<file path="config.mk">
export PLATFORM = sky130hd
export DESIGN_NAME = dtid_norm
export DESIGN_NICKNAME = d
export VERILOG_FILES = /design/src/design/dtid_pkg.sv /design/src/design/dtid_norm.sv
export SDC_FILE = /design/constraint.sdc
export NUM_CORES = 2
export LEC_CHECK = 0
export BUFFER_PORTS_ARGS = -buffer_cell sky130_fd_sc_hd__buf_2
export CORE_ASPECT_RATIO = 0.6
export CORE_MARGIN = 5
export CORE_UTILIZATION = 53
export DETAILED_ROUTE_END_ITERATION = 16
export GPL_TIMING_DRIVEN = 0
export PLACE_DENSITY = 0.78
export SKIP_CTS_REPAIR_TIMING = 1
export SLEW_MARGIN = 20
export SYNTH_ARGS = -nofsm -noshare
export SYNTH_HDL_FRONTEND = slang
export SYNTH_SLANG_ARGS = --single-unit
</file>
<file path="constraint.sdc">
create_clock -name clk -period 11.6 [get_ports clk]
set_input_delay 2.32 -clock clk [delete_from_list [all_inputs] [get_ports clk]]
set_output_delay 2.32 -clock clk [all_outputs]
set_load 0.01 [all_outputs]
</file>
<file path="src/design/dtid_pkg.sv">
// shared types and constants for the depth to inverse depth cloud unit
// no dependencies; used by every module of the block except dtid_table
`default_nettype none

package dtid_pkg;

  // field widths
  localparam int unsigned RAW_W    = 16;
  localparam int unsigned PIX_W    = 11;
  localparam int unsigned TABLE_W  = 24;
  localparam int unsigned RECIP_W  = 24;
  localparam int unsigned CENTRE_W = 16;
  localparam int unsigned RES_W    = 32;
  localparam int unsigned CFG_IDX_W = 2;
  localparam int unsigned CFG_DATA_W = 24;

  // signed pixel offset from the principal point, Q12.4
  localparam int unsigned DIFF_W = 17;
  // diff times reciprocal, signed Q.28
  localparam int unsigned PROD_W = 41;

  // quotient bits produced by the divider; larger quotients saturate
  localparam int unsigned Q_W = 31;
  // one set-up stage plus one stage per quotient bit
  localparam int unsigned RECIP_STAGES = Q_W + 1;
  // accept stage, divider, multiply stage, output register
  localparam int unsigned PIPE_STAGES = RECIP_STAGES + 3;

  // top bits of the numerator 2^36 + t/2, above the quotient bits
  localparam logic [5:0] NUM_TOP = 6'd32;

  localparam logic [RAW_W-1:0]        NO_READING_CODE = 16'd2047;
  localparam logic signed [RES_W-1:0] INVALID_Q20     = -32'sd1048576000;
  localparam logic signed [RES_W-1:0] S32_MAX         = 32'sh7fff_ffff;
  localparam logic signed [RES_W-1:0] S32_MIN         = 32'sh8000_0000;

  // configuration register indexes
  typedef enum logic [CFG_IDX_W-1:0] {
    REG_FOCAL_X_RECIP = 2'd0,
    REG_FOCAL_Y_RECIP = 2'd1,
    REG_CENTRE_X      = 2'd2,
    REG_CENTRE_Y      = 2'd3
  } cfg_reg_t;

  // per-pixel data carried alongside the divider
  typedef struct packed {
    logic                     no_reading;
    logic signed [DIFF_W-1:0] diff_u;
    logic signed [DIFF_W-1:0] diff_v;
  } side_t;

  // divider result handed to the normalising stages
  typedef struct packed {
    logic           sat;
    logic [Q_W-1:0] q;
    side_t          side;
  } recip_res_t;

endpackage

`default_nettype wire

</file>
<file path="src/design/dtid_norm.sv">
// normalised u/v by reciprocal multiply, rounding, saturation and result format
// depends on dtid_pkg; ends in the output register of the block
`default_nettype none

module dtid_norm (
  input  logic                                clk,
  input  logic [1:0]                          en,
  input  logic [dtid_pkg::RECIP_W-1:0]        focal_x_recip,
  input  logic [dtid_pkg::RECIP_W-1:0]        focal_y_recip,
  input  dtid_pkg::recip_res_t                res_in,
  output logic signed [dtid_pkg::RES_W-1:0]   u_coord,
  output logic signed [dtid_pkg::RES_W-1:0]   v_coord,
  output logic signed [dtid_pkg::RES_W-1:0]   inv_depth,
  output logic                                valid_res
);

  import dtid_pkg::*;

  logic signed [PROD_W-1:0] prod_u;
  logic signed [PROD_W-1:0] prod_v;
  logic [Q_W-1:0]           q;
  logic                     q_sat;
  logic                     no_reading;
  logic signed [PROD_W-1:0] rnd_u;
  logic signed [PROD_W-1:0] rnd_v;
  logic signed [RES_W-1:0]  sat_u;
  logic signed [RES_W-1:0]  sat_v;

  // Q.28 to Q.20, round half up, clamp to 32 bits
  function automatic logic signed [RES_W-1:0] round_sat(
    input logic signed [PROD_W-1:0] p
  );
    logic signed [PROD_W-1:0] r;
    r = (p + PROD_W'(128)) >>> 8;
    if (r > PROD_W'(S32_MAX)) begin
      return S32_MAX;
    end else if (r < PROD_W'(S32_MIN)) begin
      return S32_MIN;
    end
    return r[RES_W-1:0];
  endfunction

  // multiply stage
  always_ff @(posedge clk) begin
    if (en[0]) begin
      prod_u     <= $signed({{(PROD_W-DIFF_W){res_in.side.diff_u[DIFF_W-1]}},
                             res_in.side.diff_u})
                  * $signed({{(PROD_W-RECIP_W){1'b0}}, focal_x_recip});
      prod_v     <= $signed({{(PROD_W-DIFF_W){res_in.side.diff_v[DIFF_W-1]}},
                             res_in.side.diff_v})
                  * $signed({{(PROD_W-RECIP_W){1'b0}}, focal_y_recip});
      q          <= res_in.q;
      q_sat      <= res_in.sat;
      no_reading <= res_in.side.no_reading;
    end
  end

  assign rnd_u = prod_u;
  assign rnd_v = prod_v;
  assign sat_u = round_sat(rnd_u);
  assign sat_v = round_sat(rnd_v);

  // output register
  always_ff @(posedge clk) begin
    if (en[1]) begin
      if (no_reading) begin
        u_coord   <= INVALID_Q20;
        v_coord   <= INVALID_Q20;
        inv_depth <= INVALID_Q20;
        valid_res <= 1'b0;
      end else begin
        u_coord   <= sat_u;
        v_coord   <= sat_v;
        inv_depth <= q_sat ? S32_MAX : $signed({1'b0, q});
        valid_res <= 1'b1;
      end
    end
  end

endmodule

`default_nettype wire

</file>
# [Yosys cells after proc, flatten, opt, wreduce, memory -nomap -nowiden]
# Index checks and enable logic that the tools add are counted.
[totals] register_bits=212 in_bits=118
[op_classes] add_sub_neg=2 n_mul=2 order_cmp=4 muxes=12 n_reduce_logical=1
[ops] operator="32-bit two-way mux" count=6
[ops] operator="41-bit by 9-bit adder with 41-bit output (second input constant)" count=2
[ops] operator="17-bit by 25-bit multiplier with 41-bit output" count=2
[ops] operator="33-bit by 32-bit greater-than comparator with 1-bit output (second input constant)" count=2
[ops] operator="33-bit by 32-bit < comparator with 1-bit output (second input constant)" count=2
[ops] operator="30-bit two-way mux" count=1
[ops] operator="1-bit two-way mux" count=5
[ops] operator="2-bit OR reduction" count=1

# [Longest topological paths before layout]
[logic_depth] ltp_word=5 mapped_depth=24 ltp_nobuf=23

# [Least setup slack after synthesis]
# No wires, ideal clock.
[synth_timing] kind="input to register" startpoint="input port focal_x_recip[21] (netlist name)" endpoint="register prod_u[40] (data pin)" setup_time_ps=263 t_arrival_ps=7898 setup_slack_ps=3439 stages=23 n_path_buf=1 path_cell_list="clkbuf_1 nand2_1 fa_1 inv_1 fa_1 inv_1 fa_1 inv_1 fa_1 fa_1 inv_1 fa_1 inv_1 ha_1 a21o_1 a21oi_1 o211ai_1 a221o_1 a221o_1 a31oi_2 o21ai_1 o41ai_2 xnor2_1"
[synth_between] elab_chain_len=1
[synth_rtl] element="start: declaration" line_no="dtid_norm.sv:8" text="input logic [dtid_pkg::RECIP_W-1:0] focal_x_recip,"
[synth_rtl] element="17-bit by 25-bit multiplier with 41-bit output" line_no="dtid_norm.sv:48" text="* $signed({{(PROD_W-RECIP_W){1'b0}}, focal_x_recip});"
[synth_rtl] element="end signal: assignment" line_no="dtid_norm.sv:46" text="prod_u <= $signed({{(PROD_W-DIFF_W){res_in.side.diff_u[DIFF_W-1]}},"
[synth_rtl] element="end: declaration" line_no="dtid_norm.sv:19" text="logic signed [PROD_W-1:0] prod_u;"
# No other way between the ends.
# A chain may end at the register's enable or synchronous reset.

# [Worst setup path in the final report]
[layout_timing] startpoint="input port res_in[16] (netlist name)" endpoint="register prod_v[39] (data pin)"
[layout_between] elab_chain_len=1
[layout_rtl] element="start: declaration" line_no="dtid_norm.sv:10" text="input dtid_pkg::recip_res_t res_in,"
[layout_rtl] element="17-bit by 25-bit multiplier with 41-bit output" line_no="dtid_norm.sv:51" text="* $signed({{(PROD_W-RECIP_W){1'b0}}, focal_y_recip});"
[layout_rtl] element="end signal: assignment" line_no="dtid_norm.sv:49" text="prod_v <= $signed({{(PROD_W-DIFF_W){res_in.side.diff_v[DIFF_W-1]}},"
[layout_rtl] element="end: declaration" line_no="dtid_norm.sv:20" text="logic signed [PROD_W-1:0] prod_v;"
# No other way between the ends.

==> qor.yml <==
place:
  dpl.hpwl_um: 83200
  io_buffers: 214
  finalWeightedCongestion: 1.03
  placement.cell_area_um2: 36000
finish:
  layout-area-overhead-vs-synth_pct: 8.31
  nets: 4763
  layout.cell_area.non_filler_um2: 36600
  layout-drive-gt1-share_pct: 7.36
floorplanning:
  placement_rows: 71
  die-height_um: 206
  ios: 215
  width_of_the_die_um: 336
  initial_core_util_pct: 53.8
  core_area_um2: 62900
  floorplan.die_area_um2: 69200
sta:
  fin_worst_skew_ns: 0.0133
  worstMarginPinSlew_ns: 0.958
  setup_tns_ns: 0
  fmax_mhz: 105
  relSlewSlack_pct: 36.1
  period_share_pct: 81.8
  timing.final.setup_violations: 0
  timing.hold.ws_ns: 0.517
  timing_max_transition_violations_final: 0
  rsz0062_at_grt: "no"
  hold_violations: 0
  final_period_minus_worst_setup_slack_ns: 9.49
routing:
  drt_wl_total_um: 97400
  route.antenna.remaining_nets: 0
  first_iter_violations: 2367
  via_per_instance_ratio: 5.42
  detail_route.drc_violations: 0
  dr_total_vias: 24787
  post_drt_wl_per_cell_um: 21.3
  first_pass_iters: 5
worst_setup_path:
  cell_breakdown_of_the_critical_path: "buf_2, clkbuf_1, inv_1, clkbuf_1, nor2_1, fa_1, fa_1, fa_1, fa_1, fa_1, inv_1, fa_1, inv_1, ha_1, nand4_1, or3_1, o211ai_1, o211a_1, o21ai_2, a211oi_1, nor2b_1, o311ai_1"
  timing.critical_path.fanout_max: 10
  critical_path.most_common_cell: "fa_1"
  worst_stage_delay_on_the_critical_path_ns: 0.67
  cp_data_arrival_time_ns: 9.68
  worst-setup-path-type: "in -> reg"
  critPathBufInv: 6
  required_arrival_time_at_the_worst_endpoint_ns: 11.79
  timing.critical_path.max_delay_family: "adder cells"
  regToRegSetupSlack_ns: 8.50
  critical-path-slowest-cell: "clkbuf_1"
  type_of_element_capturing_the_critical_path: "flip-flop"
  worst_setup_path_start_kind: "primary input"
run:
  maxCapViolCount: 0
clock_network:
  clock_latency_reported_for_the_late_side_of_the_worst_skew_pair_ns: 0.44
  cts_sinks: 198
  tritoncts: "built"
  clock_buffers_created_by_tritoncts: 17
  cts.root.buffer_cell: "clkbuf_16"
  max-clock-path-buffers: 2
  htree_levels: 4
  worst_setup_hold_path_clk_slew_ns: 0.07
logic_synthesis:
  number_of_instances_in_the_synthesized_netlist: 3486
  yosysWarningCount: 0
  synth.distinct_cells: 65
  synth-main-ff-cell: "edfxtp_1"
  synth-edff-count: 198
  syn_nets: 4528
  synth.cell_area_um2: 33800
  synth_sequential_area_ratio_pct: 17.6
  post_synth.cell_area_avg_um2: 9.71
  asyncSetResetFlopFracSynth_pct: 0
  synth_seq_cells: 198
global_route:
  grt_pass1_wl_um: 152000
  antenna_violations_before_repair: 2
  grt_max_degree: 69
  grt.total_usage_pct: 29.1
  first_global_vias: 25628
  grt_remaining_overflow: 0
min_path:
  hp-class: "reg -> reg"
status:
  status: "complete, no violations"
[flip-flops by register name, indices dropped and copies added (netlist names)]
name / count
q: 31
prod_v: 34
u_coord: 32
q_sat: 1
v_coord: 32
valid_res: 1
inv_depth: 32
no_reading: 1
prod_u: 34
[through the flow]
stage	instances	utilization, %	setup slack, ns
finish	4575	58.3	2.11
CTS	4573	58.3	2.33
floorplan	3486	-	3.44
global placement	4539	57.2	2.16
detailed placement	4541	57.3	1.88
global route	4573	58.3	1.85
[worst reg2reg max path: cells and delay by family, from the launching register on]
kind | cells | cell delay [ns]
and+or+nand+nor | 6 | 1.61
adders and majority gates | 1 | 0.21
buffers and inverters | 1 | 0.24
AOI/OAI and AO/OA | 3 | 0.37
DFF | 1 | 0.37
[cells in the final DEF, fill, tap and decap left out, types with 61 or more instances in the layout]
cell type,Yosys,routed
and2_1,361,361
o21ai_0,86,86
ha_1,268,268
fa_1,656,656
buf_2,3,215
inv_1,776,776
clkbuf_1,123,123
xor2_1,61,61
nor2_1,137,137
xnor2_1,66,66
nand2_1,451,451
edfxtp_1,198,198
[final cells by class]
class / instances / area, µm²
fillers: 5391 / 26300
plain buffers: 132 / 518
inverters: 776 / 2910
flip-flops and latches: 198 / 5950
well taps: 839 / 1050
diodes: 2 / 5.00
multi-input cells: 2380 / 24500
clock buffers: 17 / 425
repair buffers: 216 / 1140
clock inverters: 15 / 194
[layer usage]
metal  track usage (%)  wire (µm)  vias to the layer above
met1              43.5      43100                    12226
met5                 0         24                        -
met2              37.5      35700                     1419
met4              5.04       1850                        4
li1                  -          -                    10988
met3              15.3      16700                      150
[cells in the mapped netlist (4+ instances only)]
cell	count	share of area, %
inv_1	776	8.6
fa_1	656	39
nand2_1	451	5.0
and2_1	361	6.7
ha_1	268	9.9
edfxtp_1	198	18
nor2_1	137	1.5
clkbuf_1	123	1.4
o21ai_0	86	1.3
xnor2_1	66	1.7
xor2_1	61	1.6
nand3_1	46	0.68
a21oi_1	43	0.64
a21o_1	25	0.55
nand2b_1	23	0.43
and3_1	20	0.37
nand4_1	18	0.33
nor3_1	15	0.22
a211oi_1	10	0.22
nor2b_1	9	0.17
o21a_1	9	0.20
or3_1	7	0.13
a221o_1	5	0.15
o211ai_1	5	0.11
o21bai_1	5	0.11
o31ai_1	4	0.089
[logic make-up (layout without fill, tap and decap cells)]
| logic type | count (synthesis) | after routing | synth area share (%) |
|---|---|---|---|
| flip-flops | 198 | 198 | 17.6 |
| buffers and inverters | 908 | 1156 | 10.1 |
| AO/OA/AOI/OAI | 221 | 221 | 4.11 |
| adder cells (fa/ha/maj) | 924 | 924 | 48.7 |
| XOR/XNOR | 127 | 127 | 3.29 |
| other | 0 | 2 | 0 |
| AND/OR/NAND/NOR | 1108 | 1108 | 16.2 |
[path summary, 6_finish.rpt]
kind / startpoint / endpoint / cells after the start
max: res_in[16] / prod_v[39]$_DFFE_PP_ / 22
min reg2reg: q[30]$_DFFE_PP_ / inv_depth[30]$_SDFFCE_PP1P_ / 1
max reg2reg: prod_v[8]$_DFFE_PP_ / v_coord[20]$_SDFFCE_PP0P_ / 11
min: q[30]$_DFFE_PP_ / inv_depth[30]$_SDFFCE_PP1P_ / 1
Power is not shown: default switching activity piles up to over one toggle a cycle in this logic, so the estimate is an artifact.
