<file path="config.mk">
export PLATFORM = sky130hd
export DESIGN_NAME = dtid_recip
export DESIGN_NICKNAME = d
export VERILOG_FILES = /design/src/design/dtid_pkg.sv /design/src/design/dtid_recip.sv
export SDC_FILE = /design/constraint.sdc
export NUM_CORES = 2
export LEC_CHECK = 0
export BUFFER_PORTS_ARGS = -buffer_cell sky130_fd_sc_hd__buf_2
export CORE_UTILIZATION = 50
export DETAILED_ROUTE_END_ITERATION = 10
export PLACE_DENSITY = 0.73
export SLEW_MARGIN = 10
export SYNTH_ARGS = -nofsm -noshare
export SYNTH_HDL_FRONTEND = slang
export SYNTH_MEMORY_MAX_BITS = 65536
export SYNTH_SLANG_ARGS = --single-unit
</file>
<file path="constraint.sdc">
create_clock -name clk -period 10.2 [get_ports clk]
set_input_delay 2.04 -clock clk [delete_from_list [all_inputs] [get_ports clk]]
set_output_delay 2.04 -clock clk [all_outputs]
set_load 0.1 [all_outputs]
</file>
<file path="src/design/dtid_pkg.sv">
// shared types and constants for the depth to inverse depth cloud unit
// no dependencies; used by every module of the block except dtid_table
`default_nettype none

package dtid_pkg;

  // field widths
  localparam int unsigned RAW_W    = 16;
  localparam int unsigned PIX_W    = 11;
  localparam int unsigned TABLE_W  = 24;
  localparam int unsigned RECIP_W  = 24;
  localparam int unsigned CENTRE_W = 16;
  localparam int unsigned RES_W    = 32;
  localparam int unsigned CFG_IDX_W = 2;
  localparam int unsigned CFG_DATA_W = 24;

  // signed pixel offset from the principal point, Q12.4
  localparam int unsigned DIFF_W = 17;
  // diff times reciprocal, signed Q.28
  localparam int unsigned PROD_W = 41;

  // quotient bits produced by the divider; larger quotients saturate
  localparam int unsigned Q_W = 31;
  // one set-up stage plus one stage per quotient bit
  localparam int unsigned RECIP_STAGES = Q_W + 1;
  // accept stage, divider, multiply stage, output register
  localparam int unsigned PIPE_STAGES = RECIP_STAGES + 3;

  // top bits of the numerator 2^36 + t/2, above the quotient bits
  localparam logic [5:0] NUM_TOP = 6'd32;

  localparam logic [RAW_W-1:0]        NO_READING_CODE = 16'd2047;
  localparam logic signed [RES_W-1:0] INVALID_Q20     = -32'sd1048576000;
  localparam logic signed [RES_W-1:0] S32_MAX         = 32'sh7fff_ffff;
  localparam logic signed [RES_W-1:0] S32_MIN         = 32'sh8000_0000;

  // configuration register indexes
  typedef enum logic [CFG_IDX_W-1:0] {
    REG_FOCAL_X_RECIP = 2'd0,
    REG_FOCAL_Y_RECIP = 2'd1,
    REG_CENTRE_X      = 2'd2,
    REG_CENTRE_Y      = 2'd3
  } cfg_reg_t;

  // per-pixel data carried alongside the divider
  typedef struct packed {
    logic                     no_reading;
    logic signed [DIFF_W-1:0] diff_u;
    logic signed [DIFF_W-1:0] diff_v;
  } side_t;

  // divider result handed to the normalising stages
  typedef struct packed {
    logic           sat;
    logic [Q_W-1:0] q;
    side_t          side;
  } recip_res_t;

endpackage

`default_nettype wire

</file>
<file path="src/design/dtid_recip.sv">
// pipelined restoring divider for round(2^36 / t), one quotient bit per stage
// depends on dtid_pkg
`default_nettype none

module dtid_recip (
  input  logic                                  clk,
  input  logic [dtid_pkg::RECIP_STAGES-1:0]     en,
  input  logic [dtid_pkg::TABLE_W-1:0]          tword,
  input  logic                                  tword_ok,
  input  dtid_pkg::side_t                       side_in,
  output dtid_pkg::recip_res_t                  res
);

  import dtid_pkg::*;

  logic [TABLE_W-1:0] tdiv [RECIP_STAGES];
  logic [TABLE_W-1:0] rem  [RECIP_STAGES];
  logic [Q_W-1:0]     num  [RECIP_STAGES];
  logic [Q_W-1:0]     quo  [RECIP_STAGES];
  logic               sat  [RECIP_STAGES];
  side_t              side [RECIP_STAGES];
  logic [TABLE_W-1:0] t_eff;

  // entries beyond the table read as zero
  assign t_eff = tword_ok ? tword : '0;

  // set-up: numerator is 2^36 + t/2; its top bits give the first partial
  // remainder, and a quotient of 2^31 or more saturates (zero word too)
  always_ff @(posedge clk) begin
    if (en[0]) begin
      tdiv[0] <= t_eff;
      rem[0]  <= TABLE_W'(NUM_TOP);
      num[0]  <= Q_W'(t_eff[TABLE_W-1:1]);
      quo[0]  <= '0;
      sat[0]  <= (t_eff <= TABLE_W'(NUM_TOP));
      side[0] <= side_in;
    end
  end

  // one trial subtraction per stage
  for (genvar k = 1; k < RECIP_STAGES; k++) begin : g_step
    logic [TABLE_W:0] trial;
    logic [TABLE_W:0] diff;
    logic             ge;

    assign trial = {rem[k-1], num[k-1][Q_W-1]};
    assign diff  = trial - {1'b0, tdiv[k-1]};
    assign ge    = (trial >= {1'b0, tdiv[k-1]});

    always_ff @(posedge clk) begin
      if (en[k]) begin
        tdiv[k] <= tdiv[k-1];
        rem[k]  <= ge ? diff[TABLE_W-1:0] : trial[TABLE_W-1:0];
        num[k]  <= {num[k-1][Q_W-2:0], 1'b0};
        quo[k]  <= {quo[k-1][Q_W-2:0], ge};
        sat[k]  <= sat[k-1];
        side[k] <= side[k-1];
      end
    end
  end

  assign res.sat  = sat[RECIP_STAGES-1];
  assign res.q    = quo[RECIP_STAGES-1];
  assign res.side = side[RECIP_STAGES-1];

endmodule

`default_nettype wire

</file>
Word level (Yosys, flattened, before mapping)
Memories as Yosys holds them, arrays and structs flattened.
Cells that the tools add are included.
- memories: 6
- input port bits: 93
- bits in writable memories: 4672
- bits in registers: 0
- word-level logic and storage cells: 165
- muxes and demuxes: 96
- magnitude comparators: 32
- add/subtract/negate cells: 31
- memories (memory ; words ; bits a word ; read ports ; clocked after Yosys merged registers in ; write ports ; line ; RTL):
    side ; 32 ; 35 ; 32 ; 0 ; 32 ; dtid_recip.sv:21 ; side_t side [RECIP_STAGES];
    num ; 32 ; 31 ; 31 ; 0 ; 32 ; dtid_recip.sv:18 ; logic [Q_W-1:0] num [RECIP_STAGES];
    quo ; 32 ; 31 ; 32 ; 0 ; 32 ; dtid_recip.sv:19 ; logic [Q_W-1:0] quo [RECIP_STAGES];
    rem ; 32 ; 24 ; 31 ; 0 ; 32 ; dtid_recip.sv:17 ; logic [TABLE_W-1:0] rem [RECIP_STAGES];
    tdiv ; 32 ; 24 ; 31 ; 0 ; 32 ; dtid_recip.sv:16 ; logic [TABLE_W-1:0] tdiv [RECIP_STAGES];
    sat ; 32 ; 1 ; 32 ; 0 ; 32 ; dtid_recip.sv:20 ; logic sat [RECIP_STAGES];
- operators by type and width (operator ; count):
    >= comparator 25 x 24 -> 1 bit ; 31
    two-way mux 24 bit ; 32
    subtractor 24 bit ; 31
    two-way mux 1 bit ; 64
    less-or-equal comparator 24 x 6 -> 1 bit (second input constant) ; 1

Longest topological paths before layout
- depth after elaboration: 2
- mapped depth: 15
- mapped depth without buffers: 13

Worst setup path after synthesis
No wires, ideal clock.
- path type: flip-flop to flip-flop
- from: memory rem[20][7]
- to: memory rem[21][17], data pin
- arrival: 2.953 ns
- clock period less this slack: 3.215 ns
- library setup time: 0.262 ns
- path slack: 6.985 ns
- data required time: 9.938 ns
- cell stages (with the launch flop): 13
- cells stage by stage: edfxtp_1 -> ha_1 -> a21oi_1 -> o21ai_1 -> a2111oi_0 -> a21oi_1 -> a41oi_2 -> o31ai_2 -> a21oi_1 -> o21ai_1 -> a211oi_4 -> buf_6 -> mux2_1
- RTL lines (item ; line):
    start, declared ; dtid_recip.sv:17

==> impl_metrics.xml <==
<?xml version="1.0" encoding="UTF-8"?>
<metrics>
  <group name="outcome">
    <metric name="outcome" unit="">finished clean</metric>
  </group>
  <group name="setup_path">
    <metric name="timing.rr.end" unit="">rem[18][16]</metric>
    <metric name="startpoint_type" unit="">flop</metric>
    <metric name="worst_setup_path_type" unit="">flop to flop</metric>
    <metric name="standard_cell_with_the_maximum_stage_delay_on_the_critical_path" unit="">o31ai_1</metric>
    <metric name="critPathCaptureType" unit="">flop</metric>
    <metric name="worst-path-max-fanout" unit="">25</metric>
    <metric name="critical_path_depth" unit="">12</metric>
    <metric name="setup.worst_path.start" unit="">tdiv[17][1]</metric>
    <metric name="path_cells" unit="">inv_1, ha_1, nor2b_1, o31a_1, o41ai_2, o221ai_1, o31ai_1, o21ai_1, a21oi_1, o21a_1, buf_4, mux2_2</metric>
    <metric name="critical_path_arrival" unit="ns">4.87</metric>
    <metric name="reg2reg_slack" unit="ns">5.98</metric>
    <metric name="critPathBufInv" unit="">2</metric>
    <metric name="launch_instance_of_the_worst_register_to_register_path" unit="">tdiv[17][1]</metric>
    <metric name="required" unit="ns">10.85</metric>
    <metric name="ff2ff_path_depth" unit="">12</metric>
    <metric name="cp-endpoint" unit="">rem[18][16]</metric>
    <metric name="critical-path-max-stage-delay" unit="ns">0.70</metric>
    <metric name="cp_top_family" unit="">compound AO/OA/AOI/OAI gates</metric>
  </group>
  <group name="die">
    <metric name="floorplan.rows" unit="">192</metric>
    <metric name="fp.dieH" unit="um">526.6</metric>
    <metric name="area_inside_the_core_boundary" unit="um2">273600</metric>
    <metric name="die_area" unit="um2">277300</metric>
    <metric name="initial_core_util" unit="">0.5029</metric>
    <metric name="die_w" unit="um">526.6</metric>
    <metric name="top_level_ports" unit="">160</metric>
  </group>
  <group name="placed_design">
    <metric name="detailedPlacementHpwl" unit="mm">210.7</metric>
    <metric name="detailed_place.area" unit="um2">142400</metric>
    <metric name="gp_routability_congestion" unit="">0.9173</metric>
    <metric name="port_buffer_count" unit="">159</metric>
  </group>
  <group name="yosys">
    <metric name="mappedNetlistNets" unit="">10487</metric>
    <metric name="synth.avg_cell_area" unit="um2">14.27</metric>
    <metric name="area_leader_netlist" unit="">edfxtp_1</metric>
    <metric name="synth.top_cell.area_share" unit="">0.6792</metric>
    <metric name="synthMostInstantiatedCell" unit="">edfxtp_1</metric>
    <metric name="async_set_reset_flop_share_out_of_synthesis" unit="">0</metric>
    <metric name="synth_area" unit="um2">137600</metric>
    <metric name="ys_types" unit="">97</metric>
    <metric name="synth_cells" unit="">9644</metric>
    <metric name="ys.warnings.count" unit="">0</metric>
    <metric name="post_synth_main_area_contributors" unit="">edfxtp_1 (68%), ha_1 (6.6%), mux2_2 (2.5%)</metric>
    <metric name="dominantRegCellSynth" unit="">edfxtp_1</metric>
    <metric name="synth.ff_latch_count" unit="">3112</metric>
    <metric name="synth.top_cells.by_count" unit="">edfxtp_1 (3112), inv_1 (888), ha_1 (721)</metric>
    <metric name="yosysSeqAreaShare" unit="">0.6792</metric>
    <metric name="synth-edff-count" unit="">3112</metric>
  </group>
  <group name="global_routing">
    <metric name="grt_overflow_total" unit="">0</metric>
    <metric name="global_route_wire_length_before_repair" unit="mm">438.1</metric>
    <metric name="vias_in_the_first_global_route" unit="">75695</metric>
    <metric name="initial_antenna_violation_count" unit="">9</metric>
    <metric name="largest_net_degree_at_the_start_of_global_routing" unit="">86</metric>
    <metric name="grt.total_usage" unit="">0.2031</metric>
  </group>
  <group name="clocking">
    <metric name="clock_tree.root_cell" unit="">clkbuf_16</metric>
    <metric name="cts_buffers" unit="">323</metric>
    <metric name="h-tree-depth" unit="">5</metric>
    <metric name="cts_hold_buffers" unit="">0</metric>
    <metric name="clk_transition_reported_paths" unit="ns">0.06</metric>
    <metric name="number_of_sinks_handled_by_clock_tree_synthesis" unit="">3112</metric>
    <metric name="cts.repair_timing.setup_buffer_count" unit="">0</metric>
    <metric name="clk-insertion-delay-late" unit="ns">0.93</metric>
    <metric name="cts_max_path_buffers" unit="">4</metric>
    <metric name="clock_tree_from_tritoncts" unit="">yes</metric>
    <metric name="cts_repair_resize_count" unit="">0</metric>
  </group>
  <group name="final_layout">
    <metric name="post_route_cells_drive_above_1_share" unit="">0.1043</metric>
    <metric name="final_cell_area" unit="um2">152900</metric>
    <metric name="area_growth_syn_to_layout" unit="%">11.12</metric>
    <metric name="nets" unit="">10825</metric>
    <metric name="multi_input_comb_area" unit="um2">39820</metric>
    <metric name="storage_cell_area" unit="um2">93450</metric>
    <metric name="fill_cells" unit="">21433</metric>
  </group>
  <group name="detailed_routing">
    <metric name="vias" unit="">76545</metric>
    <metric name="drt_first_iter_violations" unit="">6212</metric>
    <metric name="route.detailed.wl_per_inst" unit="um">20.73</metric>
    <metric name="drt_drc_violations_left" unit="">0</metric>
    <metric name="dr.pass1.iters" unit="">9</metric>
    <metric name="totalWireLength" unit="mm">286.6</metric>
    <metric name="avgViaCountPerCell" unit="">5.536</metric>
    <metric name="ant_nets" unit="">0</metric>
  </group>
  <group name="timing">
    <metric name="report.final.hold_viol_count" unit="">0</metric>
    <metric name="timing.final.max_slew_violations" unit="">0</metric>
    <metric name="max_slew_margin" unit="">0.2073</metric>
    <metric name="peak_freq" unit="MHz">237.2</metric>
    <metric name="skew" unit="ns">0.07494</metric>
    <metric name="final.min_clock_period" unit="ns">4.216</metric>
    <metric name="worstMarginPinSlew" unit="ns">1.189</metric>
    <metric name="setup_violations" unit="">0</metric>
    <metric name="rsz0062_at_grt" unit="">no</metric>
    <metric name="fin_setup_tns" unit="ns">0</metric>
    <metric name="period_share" unit="">0.4133</metric>
  </group>
  <group name="pwr">
    <metric name="leakage_component_of_the_power" unit="nW">58.91</metric>
    <metric name="power_density" unit="nW/um2">297.9</metric>
    <metric name="max-vdd-ir-drop" unit="V">0.0001623</metric>
  </group>
  <group name="job">
    <metric name="max_cap_viol_count" unit="">0</metric>
  </group>
  <group name="worst_hold_path">
    <metric name="min_path_type" unit="">flop to flop</metric>
  </group>
</metrics>
-- cell type report --
type                            instances  area share
Antenna cell                            2  0.00003273
Clock buffer                          375     0.05428
Multi-Input combinational cell       5438      0.2604
Tap cell                             3589     0.02937
Clock inverter                        203     0.01428
Inverter                              890     0.02185
Timing Repair Buffer                  217    0.008543
Sequential cell                      3112      0.6112
-- routing by layer --
metal / vias to the layer above / GRT usage / part of all wire / routed length, um
li1: 36613 / - / - / -
met1: 37559 / 0.2737 / 0.44 / 125000
met2: 1927 / 0.3441 / 0.49 / 139800
met3: 444 / 0.02985 / 0.051 / 14700
met4: 2 / 0.05337 / 0.025 / 7067
met5: - / 0 / 0.000045 / 13
-- metrics by stage --
step | hold WS [ns] | std cells | setup WS [ns] | power (W) | util
2_1_floorplan | 0.4003 | 9644 | 6.985 | 0.02978 | -
3_3_place_gp | 0.4005 | 13246 | 6.060 | 0.03356 | 0.5205
3_5_place_dp | 0.4045 | 13246 | 6.003 | 0.03395 | 0.5205
4_1_cts | 0.3902 | 13824 | 5.944 | 0.04576 | 0.5588
5_1_grt | 0.3941 | 13825 | 5.734 | 0.04807 | 0.5588
6_report | 0.3894 | 13826 | 5.984 | 0.04555 | 0.5588
-- cells by family after synthesis --
family / share of synthesized area
multiplexers: 0.02949
AO/OA/AOI/OAI: 0.09413
AND/OR/NAND/NOR: 0.05944
XOR/XNOR: 0.03609
flip-flops: 0.6792
buffers and inverters: 0.03190
adder cells (fa/ha/maj): 0.06978
-- worst min-delay path by stage --
stage,to,start,cells past startpoint,slack (ns)
after global routing,quo[17][15],quo[16][14],0,0.39
after detailed placement,quo[10][7],quo[9][6],0,0.40
after floorplan,quo[10][1],quo[9][0],0,0.40
after CTS,quo[25][18],quo[24][17],0,0.39
final,quo[25][18],quo[24][17],0,0.39
after global placement,sat[1][15],sat[1][14],0,0.40
-- sequential cells by signal, indices dropped and copies added, names as in the netlist --
| signal | flops |
|---|---|
| side | 1120 |
| rem | 720 |
| tdiv | 740 |
| sat | 32 |
| quo | 496 |
| num | 4 |
-- worst reg2reg max path, cell delays in order, from the launching register on --
cell,delay (ns)
edfxtp_1,0.43
inv_1,0.08
ha_1,0.23
nor2b_1,0.15
o31a_1,0.28
o41ai_2,0.35
o221ai_1,0.32
o31ai_1,0.71
o21ai_1,0.24
a21oi_1,0.24
o21a_1,0.16
buf_4,0.35
mux2_2,0.44
-- where the power goes --
| group | leakage [nW] | internal [W] | switching [W] | total (W) |
|---|---|---|---|---|
| sequential | 30.5 | 0.0172 | 0.00134 | 0.0186 |
| combinational | 23.4 | 0.00665 | 0.00868 | 0.0153 |
| clock | 5.07 | 0.00668 | 0.00497 | 0.0117 |
| total | 58.9 | 0.0306 | 0.0150 | 0.0456 |
-- cells in the final DEF, fill, tap and decap left out, types with 291 or more instances in the layout --
cell type and instances:
o21ai_0 502, inv_1 888, nor2_1 442, nand2_1 482, a21o_1 291, mux2_2 307
ha_1 721, clkbuf_16 324, xnor2_1 341, edfxtp_1 3112, a21oi_1 624
Power figures use the tool's default switching activity.
